<file path="src/wrr_pkg.sv">
// ============================================================================
// wrr_pkg
// Shared types, widths and codes for the weighted round-robin run queue.
// ============================================================================
package wrr_pkg;

    localparam int TASK_W        = 6;
    localparam int CMD_W         = 3;
    localparam int UID_W         = 32;
    localparam int WEIGHT_W      = 8;
    localparam int TICKS_W       = 10;
    localparam int FULL_W        = WEIGHT_W + TICKS_W;   // weight * slice_ticks
    localparam int SLICE_W       = FULL_W + 1;           // signed slice counter
    localparam int COUNT_OUT_W   = 7;
    localparam int WSUM_W        = 14;
    localparam int CFG_IDX_W     = 2;
    localparam int CFG_DATA_W    = 32;
    localparam int IN_TDATA_W    = 48;
    localparam int OUT_TDATA_W   = 32;

    localparam int DEF_MAX_TASKS = 64;

    localparam logic [WSUM_W-1:0]   WSUM_MAX    = '1;
    localparam logic [WEIGHT_W-1:0] BASE_WEIGHT = 8'd1;

    localparam logic [WEIGHT_W-1:0]   RST_BOOST_WT       = 8'd10;
    localparam logic [TICKS_W-1:0]    RST_SLICE_TICKS    = 10'd10;
    localparam logic [UID_W-1:0]      RST_USER_THRESHOLD = 32'd10000;

    typedef enum logic [CMD_W-1:0] {
        CMD_ENQUEUE = 3'd0,
        CMD_DEQUEUE = 3'd1,
        CMD_TICK    = 3'd2,
        CMD_YIELD   = 3'd3,
        CMD_SET_CUR = 3'd4
    } cmd_t;

    typedef enum logic [CFG_IDX_W-1:0] {
        CFG_BOOST_WT           = 2'd0,
        CFG_SLICE_TICKS        = 2'd1,
        CFG_APP_USER_THRESHOLD = 2'd2
    } cfg_reg_t;

    typedef enum logic [2:0] {
        ST_CLEAR,
        ST_IDLE,
        ST_TMOD,
        ST_TICK,
        ST_WALK,
        ST_TAIL,
        ST_HEAD,
        ST_OUT
    } ctrl_state_t;

    typedef struct packed {
        logic [WEIGHT_W-1:0] boost_wt;
        logic [TICKS_W-1:0]  slice_ticks;
        logic [UID_W-1:0]    app_user_threshold;
    } cfg_t;

    typedef struct packed {
        logic [WSUM_W-1:0]      weight_sum;
        logic [COUNT_OUT_W-1:0] running_count;
        logic                   resched;
        logic                   queue_empty;
        logic [TASK_W-1:0]      head_task;
    } result_t;

    typedef struct packed {
        logic                in_queue;
        logic [WEIGHT_W-1:0] weight;
        logic [SLICE_W-1:0]  slice;
    } task_entry_t;

endpackage

</file>
<file path="src/weighted_round_robin_run_queue.sv">
// ============================================================================
// weighted_round_robin_run_queue
// FIFO run queue of task slots with per-task weight and time slice.
// ============================================================================
//  channel  | dir | handshake          | payload
//  ---------+-----+--------------------+-------------------------------------
//  s_       | in  | s_tvalid/s_tready  | s_tdata: command, task_id, user_id
//  m_       | out | m_tvalid/m_tready  | m_tdata: head, empty, resched, count, sum
//  cfg_     | in  | cfg_wr_en          | cfg_index, cfg_wdata
//
//  Enqueue, yield and set current pass TMOD, HEAD and OUT; an unknown command
//  or out-of-range task skips TMOD, a tick adds TICK. Dequeue of a queued task
//  and a rotating tick walk the queue memory one entry per cycle in WALK, the
//  rotation then appends at the tail. A clearing pass after reset zeroes the
//  task table with s_tready low. The result sits in an output register, so a
//  stalled m_ side only holds the block once a second result is ready.
// ============================================================================
module weighted_round_robin_run_queue #(
    parameter int MAX_TASKS = wrr_pkg::DEF_MAX_TASKS
) (
    input  logic                            aclk,
    input  logic                            aresetn,
    input  logic                            s_tvalid,
    output logic                            s_tready,
    // [2:0] command, [8:3] task_id, [40:9] user_id, rest zero
    input  logic [wrr_pkg::IN_TDATA_W-1:0]  s_tdata,
    output logic                            m_tvalid,
    input  logic                            m_tready,
    // [5:0] head_task, [6] queue_empty, [7] resched, [14:8] running_count,
    // [28:15] weight_sum, rest zero
    output logic [wrr_pkg::OUT_TDATA_W-1:0] m_tdata,
    input  logic                            cfg_wr_en,
    input  logic [wrr_pkg::CFG_IDX_W-1:0]   cfg_index,
    input  logic [wrr_pkg::CFG_DATA_W-1:0]  cfg_wdata
);
    import wrr_pkg::*;

    localparam int AW = $clog2(MAX_TASKS);

    cfg_t                  cfg_reg;
    logic                  m_tvalid_reg;
    logic [OUT_TDATA_W-1:0] m_tdata_reg;

    logic                  res_valid;
    logic                  res_ready;
    result_t               res;

    logic                  q_we;
    logic [AW-1:0]         q_waddr;
    logic [TASK_W-1:0]     q_wdata;
    logic [AW-1:0]         q_raddr;
    logic [TASK_W-1:0]     q_rdata;
    logic                  t_we;
    logic [AW-1:0]         t_waddr;
    task_entry_t           t_wdata;
    logic [AW-1:0]         t_raddr;
    task_entry_t           t_rdata;

    always_ff @(posedge aclk) begin
        if (!aresetn) begin
            cfg_reg.boost_wt           <= RST_BOOST_WT;
            cfg_reg.slice_ticks        <= RST_SLICE_TICKS;
            cfg_reg.app_user_threshold <= RST_USER_THRESHOLD;
        end else if (cfg_wr_en) begin
            unique case (cfg_reg_t'(cfg_index))
                CFG_BOOST_WT: begin
                    cfg_reg.boost_wt <= cfg_wdata[WEIGHT_W-1:0];
                end
                CFG_SLICE_TICKS: begin
                    cfg_reg.slice_ticks <= cfg_wdata[TICKS_W-1:0];
                end
                CFG_APP_USER_THRESHOLD: begin
                    cfg_reg.app_user_threshold <= cfg_wdata[UID_W-1:0];
                end
                default: ;
            endcase
        end
    end

    assign res_ready = !m_tvalid_reg || m_tready;

    always_ff @(posedge aclk) begin
        if (!aresetn) begin
            m_tvalid_reg <= 1'b0;
        end else if (res_valid && res_ready) begin
            m_tvalid_reg <= 1'b1;
        end else if (m_tready) begin
            m_tvalid_reg <= 1'b0;
        end
    end

    always_ff @(posedge aclk) begin
        if (res_valid && res_ready) begin
            m_tdata_reg <= OUT_TDATA_W'({res.weight_sum, res.running_count,
                                         res.resched, res.queue_empty,
                                         res.head_task});
        end
    end

    assign m_tvalid = m_tvalid_reg;
    assign m_tdata  = m_tdata_reg;

    wrr_ram #(
        .WIDTH (TASK_W),
        .DEPTH (MAX_TASKS)
    ) u_queue_ram (
        .aclk  (aclk),
        .we    (q_we),
        .waddr (q_waddr),
        .wdata (q_wdata),
        .raddr (q_raddr),
        .rdata (q_rdata)
    );

    wrr_ram #(
        .WIDTH ($bits(task_entry_t)),
        .DEPTH (MAX_TASKS)
    ) u_task_ram (
        .aclk  (aclk),
        .we    (t_we),
        .waddr (t_waddr),
        .wdata (t_wdata),
        .raddr (t_raddr),
        .rdata (t_rdata)
    );

    wrr_ctrl #(
        .MAX_TASKS (MAX_TASKS)
    ) u_ctrl (
        .aclk      (aclk),
        .aresetn   (aresetn),
        .cfg       (cfg_reg),
        .in_valid  (s_tvalid),
        .in_ready  (s_tready),
        .in_cmd    (s_tdata[CMD_W-1:0]),
        .in_task   (s_tdata[CMD_W +: TASK_W]),
        .in_user   (s_tdata[CMD_W + TASK_W +: UID_W]),
        .res_valid (res_valid),
        .res_ready (res_ready),
        .res       (res),
        .q_we      (q_we),
        .q_waddr   (q_waddr),
        .q_wdata   (q_wdata),
        .q_raddr   (q_raddr),
        .q_rdata   (q_rdata),
        .t_we      (t_we),
        .t_waddr   (t_waddr),
        .t_wdata   (t_wdata),
        .t_raddr   (t_raddr),
        .t_rdata   (t_rdata)
    );

endmodule

</file>
<file path="src/wrr_ram.sv">
// ============================================================================
// wrr_ram
// Simple dual-port synchronous RAM, one write and one registered read port.
// ============================================================================
module wrr_ram #(
    parameter int WIDTH = 8,
    parameter int DEPTH = 64
) (
    input  logic                     aclk,
    input  logic                     we,
    input  logic [$clog2(DEPTH)-1:0] waddr,
    input  logic [WIDTH-1:0]         wdata,
    input  logic [$clog2(DEPTH)-1:0] raddr,
    output logic [WIDTH-1:0]         rdata
);

    logic [WIDTH-1:0] mem [DEPTH];
    logic [WIDTH-1:0] rdata_reg;

    always_ff @(posedge aclk) begin
        if (we) begin
            mem[waddr] <= wdata;
        end
        rdata_reg <= mem[raddr];
    end

    assign rdata = rdata_reg;

endmodule

</file>
<file path="src/wrr_ctrl.sv">
// ============================================================================
// wrr_ctrl
// Command sequencer: read-modify-write of task state and queue walks.
// ============================================================================
module wrr_ctrl #(
    parameter int MAX_TASKS = wrr_pkg::DEF_MAX_TASKS
) (
    input  logic                                aclk,
    input  logic                                aresetn,
    input  wrr_pkg::cfg_t                       cfg,
    input  logic                                in_valid,
    output logic                                in_ready,
    input  logic [wrr_pkg::CMD_W-1:0]           in_cmd,
    input  logic [wrr_pkg::TASK_W-1:0]          in_task,
    input  logic [wrr_pkg::UID_W-1:0]           in_user,
    output logic                                res_valid,
    input  logic                                res_ready,
    output wrr_pkg::result_t                    res,
    output logic                                q_we,
    output logic [$clog2(MAX_TASKS)-1:0]        q_waddr,
    output logic [wrr_pkg::TASK_W-1:0]          q_wdata,
    output logic [$clog2(MAX_TASKS)-1:0]        q_raddr,
    input  logic [wrr_pkg::TASK_W-1:0]          q_rdata,
    output logic                                t_we,
    output logic [$clog2(MAX_TASKS)-1:0]        t_waddr,
    output wrr_pkg::task_entry_t                t_wdata,
    output logic [$clog2(MAX_TASKS)-1:0]        t_raddr,
    input  wrr_pkg::task_entry_t                t_rdata
);
    import wrr_pkg::*;

    localparam int AW = $clog2(MAX_TASKS);
    localparam int CW = $clog2(MAX_TASKS + 1);

    ctrl_state_t          state_reg, state_next;
    cmd_t                 cmd_reg, cmd_next;
    logic [TASK_W-1:0]    tid_reg, tid_next;
    logic [UID_W-1:0]     uid_reg, uid_next;
    logic [CW-1:0]        count_reg, count_next;
    logic [WSUM_W-1:0]    wsum_reg, wsum_next;
    logic [CW-1:0]        walk_reg, walk_next;
    logic                 found_reg, found_next;
    logic                 rot_reg, rot_next;
    logic [AW-1:0]        clr_reg, clr_next;
    logic [WEIGHT_W-1:0]  w0_reg, w0_next;
    logic [SLICE_W-1:0]   slice_reg, slice_next;
    logic [FULL_W-1:0]    full_reg, full_next;
    logic                 inq_reg, inq_next;

    logic                 in_accept;
    logic                 in_range;
    logic                 hit;
    logic [SLICE_W-1:0]   dec;
    logic                 expired;
    logic                 heavy;
    logic [WEIGHT_W-1:0]  w_fix;
    logic [WEIGHT_W-1:0]  w_set;
    logic [WSUM_W:0]      wsum_sum;

    function automatic logic [WSUM_W-1:0] wsum_sub(input logic [WSUM_W-1:0] a,
                                                   input logic [WEIGHT_W-1:0] b);
        logic [WSUM_W-1:0] bx;
        bx = WSUM_W'(b);
        return (a > bx) ? a - bx : '0;
    endfunction

    assign in_ready  = (state_reg == ST_IDLE);
    assign in_accept = in_valid && in_ready;
    assign in_range  = (32'(in_task) < 32'(MAX_TASKS));

    // walk: data of entry walk-1 is on q_rdata
    assign hit      = (walk_reg != '0) && !found_reg && (q_rdata == tid_reg);
    assign dec      = slice_reg - SLICE_W'(1);
    assign expired  = ($signed(dec) <= $signed(SLICE_W'(0))) ||
                      ($signed(dec) > $signed({1'b0, full_reg}));
    assign heavy    = (w0_reg > BASE_WEIGHT);
    assign w_fix    = (t_rdata.weight == '0) ? BASE_WEIGHT : t_rdata.weight;
    assign w_set    = (uid_reg >= cfg.app_user_threshold) ? cfg.boost_wt
                                                           : BASE_WEIGHT;
    assign wsum_sum = {1'b0, wsum_reg} + (WSUM_W + 1)'(t_rdata.weight);

    always_ff @(posedge aclk) begin
        if (!aresetn) begin
            state_reg <= ST_CLEAR;
            clr_reg   <= '0;
            count_reg <= '0;
            wsum_reg  <= '0;
            walk_reg  <= '0;
            found_reg <= 1'b0;
            rot_reg   <= 1'b0;
        end else begin
            state_reg <= state_next;
            clr_reg   <= clr_next;
            count_reg <= count_next;
            wsum_reg  <= wsum_next;
            walk_reg  <= walk_next;
            found_reg <= found_next;
            rot_reg   <= rot_next;
        end
    end

    always_ff @(posedge aclk) begin
        cmd_reg   <= cmd_next;
        tid_reg   <= tid_next;
        uid_reg   <= uid_next;
        w0_reg    <= w0_next;
        slice_reg <= slice_next;
        full_reg  <= full_next;
        inq_reg   <= inq_next;
    end

    always_comb begin
        state_next = state_reg;
        cmd_next   = cmd_reg;
        tid_next   = tid_reg;
        uid_next   = uid_reg;
        count_next = count_reg;
        wsum_next  = wsum_reg;
        walk_next  = walk_reg;
        found_next = found_reg;
        rot_next   = rot_reg;
        clr_next   = clr_reg;
        w0_next    = w0_reg;
        slice_next = slice_reg;
        full_next  = full_reg;
        inq_next   = inq_reg;

        q_we      = 1'b0;
        q_waddr   = AW'(count_reg);
        q_wdata   = tid_reg;
        q_raddr   = '0;
        t_we      = 1'b0;
        t_waddr   = AW'(tid_reg);
        t_wdata   = t_rdata;
        t_raddr   = AW'(tid_reg);
        res_valid = 1'b0;

        unique case (state_reg)
            ST_CLEAR: begin
                t_we     = 1'b1;
                t_waddr  = clr_reg;
                t_wdata  = '0;
                clr_next = clr_reg + AW'(1);
                if (clr_reg == AW'(MAX_TASKS - 1)) begin
                    state_next = ST_IDLE;
                end
            end
            ST_IDLE: begin
                t_raddr = AW'(in_task);
                if (in_accept) begin
                    cmd_next = cmd_t'(in_cmd);
                    tid_next = in_task;
                    uid_next = in_user;
                    rot_next = 1'b0;
                    if (in_range && in_cmd <= CMD_SET_CUR) begin
                        state_next = ST_TMOD;
                    end else begin
                        state_next = ST_HEAD;
                    end
                end
            end
            ST_TMOD: begin
                state_next = ST_HEAD;
                unique case (cmd_reg)
                    CMD_ENQUEUE: begin
                        if (!t_rdata.in_queue && count_reg < CW'(MAX_TASKS)) begin
                            q_we             = 1'b1;
                            count_next       = count_reg + CW'(1);
                            wsum_next        = (wsum_sum > {1'b0, WSUM_MAX}) ?
                                               WSUM_MAX : wsum_sum[WSUM_W-1:0];
                            t_we             = 1'b1;
                            t_wdata.in_queue = 1'b1;
                        end
                    end
                    CMD_DEQUEUE: begin
                        if (t_rdata.in_queue) begin
                            wsum_next        = wsum_sub(wsum_reg, t_rdata.weight);
                            t_we             = 1'b1;
                            t_wdata.in_queue = 1'b0;
                            walk_next        = '0;
                            found_next       = 1'b0;
                            state_next       = ST_WALK;
                        end
                    end
                    CMD_TICK: begin
                        w0_next    = w_fix;
                        slice_next = t_rdata.slice;
                        inq_next   = t_rdata.in_queue;
                        full_next  = FULL_W'(w_fix) * FULL_W'(cfg.slice_ticks);
                        state_next = ST_TICK;
                    end
                    CMD_YIELD: begin
                        t_we          = 1'b1;
                        t_wdata.slice = '0;
                    end
                    CMD_SET_CUR: begin
                        t_we           = 1'b1;
                        t_wdata.weight = w_set;
                        t_wdata.slice  = SLICE_W'(FULL_W'(w_set) *
                                                  FULL_W'(cfg.slice_ticks));
                    end
                    default: ;
                endcase
            end
            ST_TICK: begin
                t_we             = 1'b1;
                t_wdata.in_queue = inq_reg;
                state_next       = ST_HEAD;
                if (!expired) begin
                    t_wdata.weight = w0_reg;
                    t_wdata.slice  = dec;
                end else begin
                    // refill: a heavy task decays, (w-1)*ticks = full - ticks; else full
                    if (heavy) begin
                        t_wdata.weight = w0_reg - WEIGHT_W'(1);
                        t_wdata.slice  = {1'b0, full_reg - FULL_W'(cfg.slice_ticks)};
                        wsum_next      = wsum_sub(wsum_reg, BASE_WEIGHT);
                    end else begin
                        t_wdata.weight = w0_reg;
                        t_wdata.slice  = {1'b0, full_reg};
                    end
                    if (inq_reg && count_reg > CW'(1)) begin
                        rot_next   = 1'b1;
                        walk_next  = '0;
                        found_next = 1'b0;
                        state_next = ST_WALK;
                    end
                end
            end
            ST_WALK: begin
                // one pass: find the task, shift every later entry down by one
                q_raddr = walk_reg[AW-1:0];
                q_wdata = q_rdata;
                q_waddr = AW'(walk_reg - CW'(2));
                if (walk_reg != '0 && found_reg) begin
                    q_we = 1'b1;
                end
                if (hit) begin
                    found_next = 1'b1;
                end
                if (walk_reg == count_reg) begin
                    count_next = count_reg - CW'(1);
                    state_next = rot_reg ? ST_TAIL : ST_HEAD;
                end else begin
                    walk_next = walk_reg + CW'(1);
                end
            end
            ST_TAIL: begin
                q_we       = 1'b1;
                q_waddr    = AW'(count_reg);
                q_wdata    = tid_reg;
                count_next = count_reg + CW'(1);
                state_next = ST_HEAD;
            end
            ST_HEAD: begin
                state_next = ST_OUT;
            end
            ST_OUT: begin
                res_valid = 1'b1;
                if (res_ready) begin
                    state_next = ST_IDLE;
                end
            end
            default: begin
                state_next = ST_IDLE;
            end
        endcase
    end

    always_comb begin
        res.head_task     = (count_reg == '0) ? '0 : q_rdata;
        res.queue_empty   = (count_reg == '0);
        res.resched       = rot_reg;
        res.running_count = COUNT_OUT_W'(count_reg);
        res.weight_sum    = wsum_reg;
    end

    // queue never holds more than the slot count
    assert property (@(posedge aclk) disable iff (!aresetn)
        count_reg <= CW'(MAX_TASKS))
        else $error("run queue count above capacity");

    // count moves by at most one per cycle
    assert property (@(posedge aclk) disable iff (!aresetn)
        $past(aresetn) |-> (count_reg == $past(count_reg) ||
                            count_reg == $past(count_reg) + CW'(1) ||
                            count_reg + CW'(1) == $past(count_reg)))
        else $error("run queue count jumped");

    // a walk only starts for a queued task, so it must find it
    assert property (@(posedge aclk) disable iff (!aresetn)
        (state_reg == ST_WALK && walk_reg == count_reg) |-> (found_reg || hit))
        else $error("queue walk did not find the task");

    // task state is written only by the clear pass and the update states
    assert property (@(posedge aclk) disable iff (!aresetn)
        t_we |-> (state_reg == ST_CLEAR || state_reg == ST_TMOD ||
                  state_reg == ST_TICK))
        else $error("unexpected task state write");

endmodule

</file>
<file path="config.mk">
export PLATFORM = sky130hd
export DESIGN_NAME = weighted_round_robin_run_queue
export DESIGN_NICKNAME = d
export VERILOG_FILES = /design/src/wrr_pkg.sv /design/src/weighted_round_robin_run_queue.sv /design/src/wrr_ram.sv /design/src/wrr_ctrl.sv
export SDC_FILE = /design/constraint.sdc
export NUM_CORES = 2
export LEC_CHECK = 0
export BUFFER_PORTS_ARGS = -buffer_cell sky130_fd_sc_hd__buf_2
export CAP_MARGIN = 20
export CORE_ASPECT_RATIO = 0.75
export CORE_UTILIZATION = 55
export DETAILED_ROUTE_END_ITERATION = 8
export GPL_TIMING_DRIVEN = 0
export HOLD_SLACK_MARGIN = 0.06
export PLACE_DENSITY = 0.68
export SLEW_MARGIN = 20
export SYNTH_ARGS = -nofsm -noshare
export SYNTH_HDL_FRONTEND = slang
export SYNTH_SLANG_ARGS = --single-unit
</file>
<file path="constraint.sdc">
create_clock -name aclk -period 8.8 [get_ports aclk]
set_input_delay 2.64 -clock aclk [delete_from_list [all_inputs] [get_ports aclk]]
set_output_delay 2.64 -clock aclk [all_outputs]
set_load 0.02 [all_outputs]
</file>
==> impl_metrics.py <==
metrics = {
    "setup_path": {
        "cpLargestDelayFamily": "adder cells",
        "critPathSlowestCell": "fa_1",
        "critPathKind": "flop to flop",
        "cp.required_ns": 9.39,
        "cpPeakStageDelay_ns": 0.54,
        "crit_buf_inv": 9,
        "cp-start-kind": "flop",
        "end_kind": "flop",
        "crit_top_cell": "fa_1",
        "r2r-start": "u_ctrl.uid_reg[0]",
        "rrSetupSlack_ns": 0.63,
        "cp.arrival_ns": 8.76,
        "ff2ff_path_depth": 31,
        "crit_fanout": 17,
        "r2r_end": "u_task_ram.mem[27][17]",
    },
    "cts": {
        "cts_buffers": 218,
        "htreeDepth": 4,
        "postCtsSetupBuffers": 0,
        "cts-resized-gates": 0,
        "clk_latency_ns": 0.88,
        "clkSinkCount": 2416,
        "cts_tree": "done",
        "cts_buffer_depth": 3,
        "cts-root-buf": "clkbuf_16",
        "clk_pin_slew_worst_paths_ns": 0.06,
        "ctsHoldBuffers": 0,
    },
    "timing": {
        "hold_viol_final": 0,
        "holdWs_ns": 0.426,
        "fin_crit_sh": 0.929,
        "finalSetupViolations": 0,
        "fmax_mhz": 122,
        "final.setup_skew_ns": 0.0412,
        "tightest_slew_ns": 1.37,
        "drv_slew": 0,
        "min_period_ns": 8.17,
        "fin_ws_ns": 0.628,
        "final.setup.tns_ns": 0,
        "rsz0062_at_grt": "no",
        "max_slew_margin": 0.0788,
    },
    "floorplanning": {
        "rows": 136,
        "pin_count": 121,
        "die_w_um": 501,
        "die_area_mm2": 0.188,
        "start_util": 0.557,
        "die_h_um": 376,
        "core_mm2": 0.184,
    },
    "layout": {
        "final_util": 0.636,
        "n_fill_cell": 12713,
        "areaGrowthSynthToFinish_pct": 14.2,
        "multi_input_area_mm2": 0.0299,
        "register_area_mm2": 0.0713,
        "layout.nets": 6979,
        "largest_reg_flops": 1792,
        "drive_gt1_frac": 0.190,
    },
    "worst_hold_path": {
        "min_path_cells": 0,
        "min_to": "m_tdata[11]",
        "min-delay-start": "u_ctrl.count_reg[3]",
        "hold_path_class": "flop to flop",
    },
    "power": {
        "p_total_mw": 22.5,
        "ir_drop_v": 0.000223,
        "p_int_mw": 18.0,
        "clockPowerShare": 0.434,
        "swShare": 0.200,
        "p_seq_frac": 0.553,
        "p_leak_nw": 35.5,
        "power.density_mw_per_mm2": 192,
        "combPwrFrac": 0.013,
        "power_switching_mw": 4.50,
    },
    "synth": {
        "yosysWarnings": 0,
        "synthArstFlopShare": 0,
        "syn_inst": 6176,
        "ys_seq_elements": 2416,
        "synth_largest_area_cell": "edfxtp_1",
        "syn-cell-area_mm2": 0.103,
        "synth_cell_types": 85,
        "seq_area_frac_synth": 0.695,
        "synth_flop_cell": "edfxtp_1",
        "synth_enable_flop_cells": 2292,
        "synth.avg_cell_area_um2": 16.6,
        "synth.top_cells.by_area": "edfxtp_1 (67%), mux4_2 (11%), nand2_1 (2.6%)",
        "synth_top_cell_area_share": 0.671,
    },
    "global_routing": {
        "antenna_found_initial": 8,
        "grtUsageMet1": 0.447,
        "grt-ovfl-total": 0,
        "grt_pass1_vias": 57274,
        "grt_pass1_wl_mm": 399,
        "use_met2": 0.422,
        "grt.total_usage": 0.296,
        "top_usage_layer": "met1",
        "grt_max_degree": 65,
        "grt_use_met3": 0.0816,
    },
    "route": {
        "drtIter0Drc": 8461,
        "firstDrtPassIters": 6,
        "via_count": 59355,
        "routed_via_density": 6.38,
        "drc": 0,
        "wirelength_mm": 276,
        "ant_nets": 0,
        "routedWlPerCell_um": 29.7,
    },
    "flow_run": {
        "max-cap-violations": 0,
    },
    "placement": {
        "dp_worst_setup_slack_ns": 0.704,
        "gp_congestion": 0.961,
        "numPortBuffers": 109,
        "hpwl_mm": 191,
    },
    "run_status": {
        "outcome": "completed",
    },
}
## cells in the final DEF, fill, tap and decap left out, drive strengths merged, types with 99 or more instances in the layout
cell type  instances
edfxtp          2292
nand2            720
mux4             520
clkbuf           482
buf              359
nor2             310
inv              234
ha               166
o21ai            146
a21oi            133
dfxtp            124
and2             122
a211oi           106
fa                99
clkinv            99
## stage by stage
| stage | instances | cell area [um^2] |
|---|---|---|
| after floorplan | 6178 | 103000 |
| final | 9308 | 117000 |
| after global routing | 9303 | 117000 |
| after global placement | 8771 | 106000 |
| after CTS | 9303 | 117000 |
| after detailed placement | 8891 | 110000 |
## metal layers
layer	part of all wire	wire, um	vias to the layer above
li1	-	-	24971
met1	0.42	115000	30565
met2	0.43	120000	3370
met3	0.12	33700	449
met4	0.029	7910	0
met5	0	0	-
## cells in the mapped netlist (84+ instances only)
library cell  number
edfxtp_1        2292
nand2_1          720
mux4_2           520
nor2_1           310
inv_1            223
clkbuf_1         206
ha_1             166
o21ai_0          138
a21oi_1          133
dfxtp_1          124
and2_1           122
a211oi_1         106
fa_1              99
a31oi_1           98
nand3_1           91
buf_2             84
## how the worst max path moves through the flow
stage | start | endpoint | slack (ns) | cells after the start
2_1_floorplan | cfg_reg[17] | u_task_ram.mem[0][15] | 1.03 | 26
3_3_place_gp | u_ctrl.slice_reg[0] | u_task_ram.mem[16][11] | -5.01 | 14
3_5_place_dp | u_ctrl.uid_reg[0] | u_task_ram.mem[19][17] | 0.70 | 31
4_1_cts | u_ctrl.uid_reg[0] | u_task_ram.mem[25][17] | 0.66 | 31
5_1_grt | u_ctrl.uid_reg[0] | u_task_ram.mem[27][17] | 0.27 | 31
6_report | u_ctrl.uid_reg[0] | u_task_ram.mem[27][17] | 0.63 | 31
## layout make-up
cell class / instances / area share
clock inverters: 136 / 0.0122
inverters: 229 / 0.00736
clock buffers: 276 / 0.0503
flip-flops and latches: 2416 / 0.608
multi-input cells: 3197 / 0.255
repair buffers: 229 / 0.0282
plain buffers: 336 / 0.0120
well taps: 2484 / 0.0265
diodes: 5 / 0.000107
## power groups by stage
stage / clock, mW / sequential [mW] / combinational [mW]
CTS: 9.84 / 12.5 / 0.298
finish: 9.78 / 12.5 / 0.301
global placement: 0 / 12.7 / 0.259
floorplan: 0 / 12.7 / 0.157
global route: 10.3 / 12.5 / 0.322
detailed placement: 0 / 12.7 / 0.294
## logic make-up after synthesis
kind of cell / Yosys count / share of synthesized area
fa+ha+maj: 265 / 0.0396
flops: 2416 / 0.695
buf+inv: 565 / 0.0220
simple gates: 1508 / 0.0664
other cells: 1 / 0.0000366
compound gates: 748 / 0.0488
xor+xnor: 85 / 0.00726
mux: 588 / 0.121
(Power assumes the default switching activity.)
